$ cat src/rtl/ctca_pkg.sv
`timescale 1ns / 1ps
// ----------------------------------------------------------------------------
// ctca_pkg
// Shared types and constants of the CPU time counter accumulator.
// ----------------------------------------------------------------------------
package ctca_pkg;

  localparam logic [19:0] USEC_PER_SEC = 20'd1000000;
  localparam logic [19:0] USEC_MAX     = 20'd999999;

  typedef enum logic [2:0] {
    ACT_CLEAR     = 3'd0,
    ACT_TIME_BEG  = 3'd1,
    ACT_TIME_END  = 3'd2,
    ACT_SNAP_BEG  = 3'd3,
    ACT_SNAP_END  = 3'd4
  } action_e;

  typedef enum logic [2:0] {
    KIND_INTERVAL = 3'd0,
    KIND_ELAPSED  = 3'd1,
    KIND_CPU_DLT  = 3'd2,
    KIND_CPU_TOT  = 3'd3,
    KIND_SYS_TOT  = 3'd4
  } kind_e;

  typedef enum logic [2:0] {
    ST_IDLE,
    ST_CLEAR,
    ST_READ,
    ST_CALC,
    ST_ACC,
    ST_EMIT
  } state_e;

  // Five raw counters, and six accumulated values.
  typedef struct packed {
    logic [63:0] cal;
    logic [63:0] idle;
    logic [63:0] user;
    logic [63:0] kern;
    logic [63:0] intr;
  } cnt5_t;

  typedef struct packed {
    logic [63:0] cal;
    logic [63:0] idle;
    logic [63:0] user;
    logic [63:0] kern;
    logic [63:0] intr;
    logic [63:0] other;
  } cnt6_t;

  typedef struct packed {
    logic [2:0]  action;
    logic [3:0]  cpu_index;
    logic [31:0] stamp_sec;
    logic [19:0] stamp_usec;
    cnt5_t       cnt;
  } in_item_t;

  typedef struct packed {
    logic [2:0]  kind;
    logic [3:0]  out_cpu;
    logic [31:0] out_sec;
    logic [19:0] out_usec;
    cnt6_t       val;
    logic        last;
  } out_item_t;

  // Controller commands to the datapath.
  typedef struct packed {
    logic       capture;   // latch the input item
    logic       clr_regs;  // zero scalar stores
    logic       clr_wr;    // write zero to memories at clr_addr
    logic       time_beg;
    logic       time_end;
    logic       snap_beg;  // write base memory
    logic       mem_rd;    // read memories for captured cpu
    logic       calc;      // compute raw deltas and their subtotal
    logic       acc;       // compute other share and totals, write the totals memory
    kind_e      emit_sel;  // which result is shown
    logic       emit_load; // load output register
  } cmd_t;

endpackage

$ cat src/rtl/ctca_ctrl.sv
`timescale 1ns / 1ps
// ----------------------------------------------------------------------------
// ctca_ctrl
// Sequencer: decodes items, sweeps memories on clear, orders results.
// ----------------------------------------------------------------------------
module ctca_ctrl import ctca_pkg::*; #(
  parameter int CPU_COUNT = 16
) (
  input  logic       clk_i,
  input  logic       rst_ni,
  input  logic       in_valid_i,
  output logic       in_ready_o,
  input  logic [2:0] action_i,
  input  logic       cpu_ok_i,
  input  logic       out_ready_i,
  output logic       out_valid_o,
  output cmd_t       cmd_o,
  output logic [$clog2(CPU_COUNT)-1:0] clr_addr_o
);
  localparam int AW = $clog2(CPU_COUNT);
  localparam logic [AW:0] LAST_ADDR = (AW+1)'(CPU_COUNT - 1);

  state_e      state_q, state_d;
  logic [AW:0] clr_q, clr_d;
  kind_e       sel_q, sel_d;
  logic [1:0]  nres_q, nres_d;
  logic        ov_q, ov_d;

  assign clr_addr_o = clr_q[AW-1:0];
  assign out_valid_o = ov_q;

  always_ff @(posedge clk_i or negedge rst_ni) begin
    if (!rst_ni) begin
      state_q <= ST_CLEAR;
      clr_q   <= '0;
      sel_q   <= KIND_INTERVAL;
      nres_q  <= '0;
      ov_q    <= 1'b0;
    end else begin
      state_q <= state_d;
      clr_q   <= clr_d;
      sel_q   <= sel_d;
      nres_q  <= nres_d;
      ov_q    <= ov_d;
    end
  end

  // Next state and commands.
  always_comb begin
    state_d = state_q;
    clr_d   = clr_q;
    sel_d   = sel_q;
    nres_d  = nres_q;
    ov_d    = ov_q;
    cmd_o   = '0;
    cmd_o.emit_sel = sel_q;
    in_ready_o = 1'b0;
    case (state_q)
      ST_IDLE: begin
        in_ready_o = 1'b1;
        if (in_valid_i) begin
          cmd_o.capture = 1'b1;
          case (action_i)
            ACT_CLEAR: begin
              cmd_o.clr_regs = 1'b1;
              clr_d   = '0;
              state_d = ST_CLEAR;
            end
            ACT_TIME_BEG: cmd_o.time_beg = 1'b1;
            ACT_TIME_END: begin
              cmd_o.time_end = 1'b1;
              sel_d  = KIND_INTERVAL;
              nres_d = 2'd1;
              state_d = ST_EMIT;
            end
            ACT_SNAP_BEG: cmd_o.snap_beg = cpu_ok_i;
            ACT_SNAP_END: begin
              if (cpu_ok_i) begin
                cmd_o.mem_rd = 1'b1;
                state_d = ST_READ;
              end
            end
            default: ;
          endcase
        end
      end
      ST_CLEAR: begin
        cmd_o.clr_wr = 1'b1;
        clr_d = clr_q + (AW+1)'(1);
        if (clr_q == LAST_ADDR) begin
          state_d = ST_IDLE;
        end
      end
      ST_READ: begin
        state_d = ST_CALC;
      end
      ST_CALC: begin
        cmd_o.calc = 1'b1;
        state_d = ST_ACC;
      end
      ST_ACC: begin
        cmd_o.acc = 1'b1;
        sel_d  = KIND_CPU_DLT;
        nres_d = 2'd2;
        state_d = ST_EMIT;
      end
      ST_EMIT: begin
        // Load the next result whenever the output register is free.
        if (!ov_q || out_ready_i) begin
          cmd_o.emit_load = 1'b1;
          ov_d = 1'b1;
          if (nres_q == 2'd0) begin
            state_d = ST_IDLE;
          end else begin
            nres_d = nres_q - 2'd1;
            sel_d  = kind_e'(sel_q + 3'd1);
          end
        end
      end
      default: state_d = ST_IDLE;
    endcase
    if (ov_q && out_ready_i && !cmd_o.emit_load) begin
      ov_d = 1'b0;
    end
  end
endmodule

$ cat config.mk
export PLATFORM = sky130hd
export DESIGN_NAME = ctca_ctrl
export DESIGN_NICKNAME = d
export VERILOG_FILES = /design/src/rtl/ctca_pkg.sv /design/src/rtl/ctca_ctrl.sv
export SDC_FILE = /design/constraint.sdc
export NUM_CORES = 1
export LEC_CHECK = 0
export BUFFER_PORTS_ARGS = -buffer_cell sky130_fd_sc_hd__buf_2
export CORE_MARGIN = 2
export CORE_UTILIZATION = 30
export DETAILED_ROUTE_END_ITERATION = 16
export GPL_TIMING_DRIVEN = 0
export PLACE_DENSITY_LB_ADDON = 0.05
export SYNTH_ARGS = -nofsm -noshare
export SYNTH_HDL_FRONTEND = slang
export SYNTH_SLANG_ARGS = --single-unit
$ cat constraint.sdc
create_clock -name clk_i -period 2.8 [get_ports clk_i]
set_input_delay 0.56 -clock clk_i [delete_from_list [all_inputs] [get_ports clk_i]]
set_output_delay 0.56 -clock clk_i [all_outputs]
set_load 0.02 [all_outputs]
### Word-level counts from Yosys, hierarchy flattened

Cells that the tools add are included.

* register bits: 14
* input port bits: 8
* output and inout port bits: 19
* logic and storage cells: 82

* $add $sub $neg: 3
* equal/unequal tests: 19
* mux-type cells: 39
* reduce and logical (&&, ||, !) cells: 16

Operator list (number)
* 2-to-1 mux 3 bit: 9
* case mux 3 bit (3 select lines): 2
* case mux 3 bit (6 select lines): 1
* 2-to-1 mux 1 bit: 15
* == test 3 x 2 -> 1 bit (second input constant): 4
* 2-to-1 mux 2 bit: 6
* 2-to-1 mux 5 bit: 2
* != test 2 bit (second input constant): 5
* case mux 5 bit (2 select lines): 1
* == test 3 bit (second input constant): 3
* 2-to-1 mux 4 bit: 2
* == test 3 x 1 -> 1 bit (second input constant): 2
* logical NOT 3 bit: 2
* case mux 2 bit (3 select lines): 1
* AND reduction 6 bit: 1
* nonzero test 2 bit: 3
* adder 5 x 1 -> 5 bit (second input constant): 1
* == test 5 x 4 -> 1 bit (second input constant): 1
* AND reduction 5 bit: 1
* != test 2 x 1 -> 1 bit (second input constant): 2
* != test 4 x 1 -> 1 bit (second input constant): 1
* adder 3 x 1 -> 3 bit (second input constant): 1
* != test 3 bit (second input constant): 1
* AND reduction 3 bit: 1
* other kinds (7): 9

### Depth between registers and ports, before layout

Gate-level depths: netlist of the first run.

* depth in word-level cells: 8
* depth in mapped cells: 7
* mapped depth without buffers: 7

### Least setup slack after synthesis of the first run

No wires, ideal clock.

* path kind: register to output
* from: reg state_q[1]
* to: out cmd_o[8] in the netlist's numbering
* arrival time: 1592 ps
* data required time: 2240 ps
* setup slack: 648 ps
* cell stages (with the launch flop): 7
* buffers on the path: 2
* path through: dfrtp_1 buf_6 nor3_1 and3_1 buf_2 nand2_1 inv_1

RTL lines
* start, declared: line ctca_ctrl.sv:23 `state_e state_q, state_d;`
* start signal, assigned: line ctca_ctrl.sv:40 `state_q <= state_d;`
* end, declared: line ctca_ctrl.sv:17 `output cmd_t cmd_o,`

==> metrics.csv, run 1 <==
metric;value;unit
switching_share;45.11;%
syn_avg_cell_area;8.827;µm²
gr-total-overflow;0;
maxCapViolCount;0;
wl_met1;1108;µm
coreArea;0.003053;mm²
fillers;333;
start_kind;register;
grt_pass1_wl;3657;µm
postLayoutCellArea;0.001184;mm²
p_int;640.7;µW
ir_drop;0.0003247;V
drive_above_1_share;32.37;%
cts_tree;yes;
status;finished, final reports clean;
post_cts_resized;0;
wl_met2;967;µm
htreeDepth;1;
diodes;0;
fmax;0.4093;GHz
ys_async_sr_fraction;100.0;%
reg2reg_to;state_q[0]$_DFFE_PN1P_;
routed_via_density;4.792;
finalWirelength;2219;µm
synthCells;109;
met3_length;129;µm
top_layer;met4;
cts_setup_buffers;0;
worst_slack;356.5;ps
ctsLongestPathBuffers;2;
switchingPower;526.5;µW
p_comb_share;56.4;%
setup_viol;0;
firstDrtPassIters;4;
finalHoldViolations;0;
dieArea;0.003676;mm²
synth.distinct_cells;40;
yosys_most_used_dff;dfrtp_1;
clk_latency;290;ps
worstPathRequired;2240;ps
vias;877;
grt_max_degree;15;
finalCriticalPeriod;2443;ps
end_kind;output pin;
powerDensity;986.1;mW/mm²
dpl_worst_slack;509.7;ps
syn_to_final_growth;23.02;%
cts.sinks;14;
clockPowerShare;13.2;%
synth_area_leader_cell;dfrtp_1;
ff2ff_path_depth;7;
crit_fanout;9;
gr-usage-all-layers;13.58;%
critPathKind;register to output pin;
synth_top_cell_area_share;33.81;%
r2r-start;clr_q[0]$_DFFE_PN0P_;
syn_area;962.2;µm²
ioPinCount;27;
layout.nets;152;
cts_root_buffer;clkbuf_4;
yosys_warnings;0;
route.detailed.wl_per_inst;12.13;µm
gp_congestion;0.7515;
p_total;1.167;mW
antenna_found_initial;0;
ys_seq_area_share;36.54;%
ctsHoldBuffers;0;
die_w;60.63;µm
p_leak;0.6087;nW
synth_fp_nets;121;
drc;0;
rsz0062_at_grt;false;
ff2ff_setup_slack;970;ps
utilization;38.77;%
skew;4.111;ps
grt_pass1_vias;748;
die_h;60.63;µm
rows;20;
drt_iter0_drc;17;
ys_ff_latch;14;
drv_slew;0;
hold_class;primary input to async pin;
synth_edf_count;0;
cts_buffers;3;
start_util;31.52;%
final_antenna_net_count;0;
fin_setup_tns;0;ps
placed_cell_area;0.001147;mm²
synth.area.top_cells;dfrtp_1, nor2_1, ha_1, nand2_1, buf_4;
io_buffer_count;26;
power_frac_seq;30.4;%
clkTransAtPathRegs;100;ps
slew_headroom;56.52;%
worst_pin_slew;635.8;ps
dp_hpwl;1668;µm
cp.arrival;1880;ps
finalCritPeriodShare;87.27;%
[area by class of cell]
| class | count | area, µm² | area share (%) |
|---|---|---|---|
| Buffer | 10 | 66.31 | 5.603 |
| Clock buffer | 4 | 36.28 | 3.066 |
| Inverter | 7 | 26.28 | 2.220 |
| Multi-Input combinational cell | 78 | 518.0 | 43.76 |
| Sequential cell | 14 | 351.6 | 29.70 |
| Tap cell | 44 | 55.05 | 4.651 |
| Timing Repair Buffer | 26 | 130.1 | 10.99 |
[Yosys cell counts (2+ instances only)]
library cell	n
nor3_1	4
nor2b_1	2
o211a_1	2
xor2_1	2
buf_4	5
o221ai_1	2
mux2_2	2
nand2b_1	3
o21ai_0	2
nand2_1	13
o22ai_1	2
a21oi_1	3
and3_1	3
dfrtp_1	13
nor2_1	15
ha_1	4
buf_2	2
clkbuf_1	2
inv_1	7
[worst max-delay path by stage]
stage | from | to | slack, ps | cells past startpoint
3_5_place_dp | in_valid_i | cmd_o[11] | 510 | 4
3_3_place_gp | in_valid_i | cmd_o[11] | 510 | 4
4_1_cts | state_q[1]$_DFFE_PN0P_ | cmd_o[11] | 320 | 4
2_1_floorplan | state_q[1]$_DFFE_PN0P_ | cmd_o[8] | 650 | 6
5_1_grt | state_q[0]$_DFFE_PN1P_ | cmd_o[0] | 150 | 5
6_report | state_q[1]$_DFFE_PN0P_ | cmd_o[11] | 360 | 4
[through the flow]
step                      hold WS (ps)  std cells
after floorplan                  264.4        109
after CTS                        165.8        183
after detailed placement         489.9        179
final                            157.5        183
after global routing             160.5        183
after global placement           495.4        179
[cells by family (layout without fill, tap and decap cells)]
kind of cell,count (synthesis),after routing,share of synthesized area (%)
muxes,3,3,3.381
AOI/OAI and AO/OA,22,22,18.21
DFF,14,14,36.54
adders and majority gates,4,4,5.202
buffers and inverters,17,47,9.624
xor gates and xnor gates,2,2,1.821
and+or+nand+nor,47,47,25.23
[power groups by stage]
stage               combinational (mW)  clock [mW]  sequential (mW)
floorplan                        0.470           0            0.376
global placement                 0.660           0            0.358
detailed placement               0.664           0            0.360
CTS                              0.666       0.162            0.356
global route                     0.734       0.174            0.372
finish                           0.658       0.154            0.355
[flip-flops by register name (all words and copies together), names as in the netlist]
signal	cells
sel_q	3
nres_q	2
out_valid_o	1
clr_q	5
state_q	3
[layer usage]
layer  up-vias  GRT usage [%]
met1       404          19.79
met4         0          3.727
met5         -              0
li1        446              -
met3         2          3.838
met2        25          19.66
[worst max-delay path, stage by stage, from the launching register on]
cell     delay [ps]
dfrtp_1         380
buf_6           130
or4b_4          520
nor4_4          310
buf_2           240
[layout by cell type (no fill, tap or decap), types with 2 or more instances in the layout]
| cell type | synthesis | final |
|---|---|---|
| a21oi_1 | 3 | 3 |
| and3_1 | 3 | 3 |
| buf_2 | 2 | 28 |
| buf_4 | 5 | 5 |
| clkbuf_1 | 2 | 2 |
| clkbuf_4 | 0 | 3 |
| dfrtp_1 | 13 | 13 |
| ha_1 | 4 | 4 |
| inv_1 | 7 | 7 |
| mux2_2 | 2 | 2 |
| nand2_1 | 13 | 13 |
| nand2b_1 | 3 | 3 |
| nor2_1 | 15 | 15 |
| nor2b_1 | 2 | 2 |
| nor3_1 | 4 | 4 |
| o211a_1 | 2 | 2 |
| o21ai_0 | 2 | 2 |
| o221ai_1 | 2 | 2 |
| o22ai_1 | 2 | 2 |
| xor2_1 | 2 | 2 |
No activity file was read; power rests on OpenSTA's default activity.
==> inputs of run 2 (changes only) <==
CORE_ASPECT_RATIO = 0.7   (was unset)
==> metrics.csv, run 2 (synthesis results as in run 1) <==
metric;value;unit;change
syn_to_final_growth;23.15;%;was 23.02%
grt_pass1_wl;3774;µm;was 3657 µm
grt_pass1_vias;762;;was 748
io_buffer_count;26;;unchanged
largest_register_ffs;5;;unchanged
p_comb_share;55.3;%;was 56.4%
dp_hpwl;1801;µm;was 1668 µm
fmax;0.4169;GHz;was 0.4093 GHz
powerDensity;1007;mW/mm²;was 986.1 mW/mm²
finalWirelength;2340;µm;was 2219 µm
antenna_found_initial;0;;unchanged
die_w;71.69;µm;was 60.63 µm
slew_headroom;49.61;%;was 56.52%
cts_buffers;3;;unchanged
gp_congestion;0.7271;;was 0.7515
fin_setup_tns;0;ps;unchanged
final_common_cell;buf_2;;unchanged
switchingPower;530.6;µW;was 526.5 µW
ctsHoldBuffers;0;;unchanged
skew;4.908;ps;was 4.111 ps
dieArea;0.003683;mm²;was 0.003676 mm²
fillers;339;;was 333
drive_above_1_share;31.65;%;was 32.37%
cts_root_buffer;clkbuf_8;;was clkbuf_4
max_stage_delay;520;ps;about the same
drv_slew;0;;unchanged
placed_cell_area;0.001140;mm²;was 0.001147 mm²
cts.sinks;14;;unchanged
path_buf_inv;2;;unchanged
dpl_worst_slack;498.4;ps;was 509.7 ps
clk_latency;250;ps;was 290 ps
path_cells;buf_6 -> or4b_4 -> nor4_4 -> buf_2;;unchanged
gr-total-overflow;0;;unchanged
gr-usage-all-layers;13.44;%;was 13.58%
hold_class;primary input to async pin;;unchanged
cts_tree;yes;;unchanged
final_antenna_net_count;0;;unchanged
clkTransAtPathRegs;60;ps;was 100 ps
crit_slowest_cell;or4b_4;;unchanged
worst_path_dominant_cell_family;simple AND/OR/NAND/NOR gates;;unchanged
coreArea;0.003105;mm²;was 0.003053 mm²
status;finished, final reports clean;;unchanged
worst_slack;401.3;ps;was 356.5 ps
worst_pin_slew;736.8;ps;was 635.8 ps
finalCriticalPeriod;2399;ps;was 2443 ps
die_h;51.38;µm;was 60.63 µm
vias;857;;was 877
ctsLongestPathBuffers;2;;unchanged
layout.nets;152;;unchanged
clockPowerShare;14.7;%;was 13.2%
finalHoldViolations;0;;unchanged
p_total;1.193;mW;was 1.167 mW
diodes;0;;unchanged
grt_max_degree;15;;unchanged
p_int;662.5;µW;was 640.7 µW
start_kind;register;;unchanged
switching_share;44.47;%;was 45.11%
htreeDepth;1;;unchanged
firstDrtPassIters;2;;was 4
crit_fanout;9;;unchanged
layout_common_cells;buf_2, nor2_1, nand2_1, dfrtp_1, inv_1;;unchanged
finalCritPeriodShare;85.67;%;was 87.27%
critPathKind;register to output pin;;unchanged
setup_viol;0;;unchanged
drc;0;;unchanged
end_kind;output pin;;unchanged
worstPathRequired;2240;ps;about the same
largestRegisters;clr_q (5), sel_q (3), state_q (3);;unchanged
ioPinCount;27;;unchanged
start_util;30.98;%;was 31.52%
cts_setup_buffers;0;;unchanged
maxCapViolCount;0;;unchanged
rows;17;;was 20
rsz0062_at_grt;false;;unchanged
cp.arrival;1840;ps;was 1880 ps
ir_drop;0.0003231;V;was 0.0003247 V
routed_via_density;4.842;;was 4.792
regMostFlops;clr_q;;unchanged
postLayoutCellArea;0.001185;mm²;was 0.001184 mm²
route.detailed.wl_per_inst;13.22;µm;was 12.13 µm
power_frac_seq;30.0;%;was 30.4%
drt_iter0_drc;31;;was 17
p_leak;0.6104;nW;was 0.6087 nW
post_cts_resized;0;;unchanged
==> run 2: changes by cell type in the layout (fill, tap and decap cells not counted) <==
cell	change
clkbuf_1	+1
clkbuf_4	-3
clkbuf_8	+2
==> run 2: final timing paths <==
path / startpoint / endpoint / slack, ps / cells after the start
setup reg to reg: clr_q[0]$_DFFE_PN0P_ / state_q[0]$_DFFE_PN1P_ / 940 / 7
hold / removal: rst_ni / clr_q[0]$_DFFE_PN0P_ / 210 / 1
max in group asynchronous: rst_ni / state_q[0]$_DFFE_PN1P_ / 2280 / 1
hold reg to reg: nres_q[1]$_DFFE_PN0P_ / nres_q[1]$_DFFE_PN0P_ / 530 / 1
min in group clk_i: nres_q[1]$_DFFE_PN0P_ / nres_q[1]$_DFFE_PN0P_ / 530 / 1
setup / recovery: state_q[1]$_DFFE_PN0P_ / cmd_o[11] / 400 / 4
==> run 2: power by group through the flow <==
stage	Combinational, mW	Sequential, mW	Clock, mW
after floorplan	0.470	0.376	0
after CTS	0.668	0.360	0.184
after global routing	0.732	0.372	0.194
final	0.659	0.358	0.175
after detailed placement	0.666	0.363	0
after global placement	0.662	0.359	0
==> run 2: final cells by class <==
type                       count  area (µm²)  area share [%]
multi-input combinational     78       518.0           43.72
sequential                    14       351.6           29.67
clock buffer                   4       45.04           3.801
buffer                        10       66.31           5.597
timing repair buffer          26       130.1           10.98
inverter                       7       26.28           2.218
tap                           38       47.55           4.013
==> run 2: routing by layer <==
metal | wire length, µm | track usage (%) | up-vias
met5 | 0 | 0 | -
met2 | 875 | 17.90 | 21
li1 | - | - | 443
met4 | 0 | 2.830 | 0
met1 | 1316 | 20.60 | 393
met3 | 147 | 4.339 | 0
==> run 2: worst reg2reg max path: stages, from the launching register on <==
cell and delay (ps):
dfrtp_1 430, ha_1 230, and3_1 150, ha_1 170, mux2i_1 140, nand2_1 90, a21oi_1 210, mux2_2 360
==> run 2: through the flow <==
step	utilization [%]	cells	hold slack, ps
6_report	38.15	177	211.4
5_1_grt	38.15	177	232.3
4_1_cts	38.15	177	224.7
3_5_place_dp	36.70	173	494.5
3_3_place_gp	36.70	173	495.8
2_1_floorplan	-	109	264.4
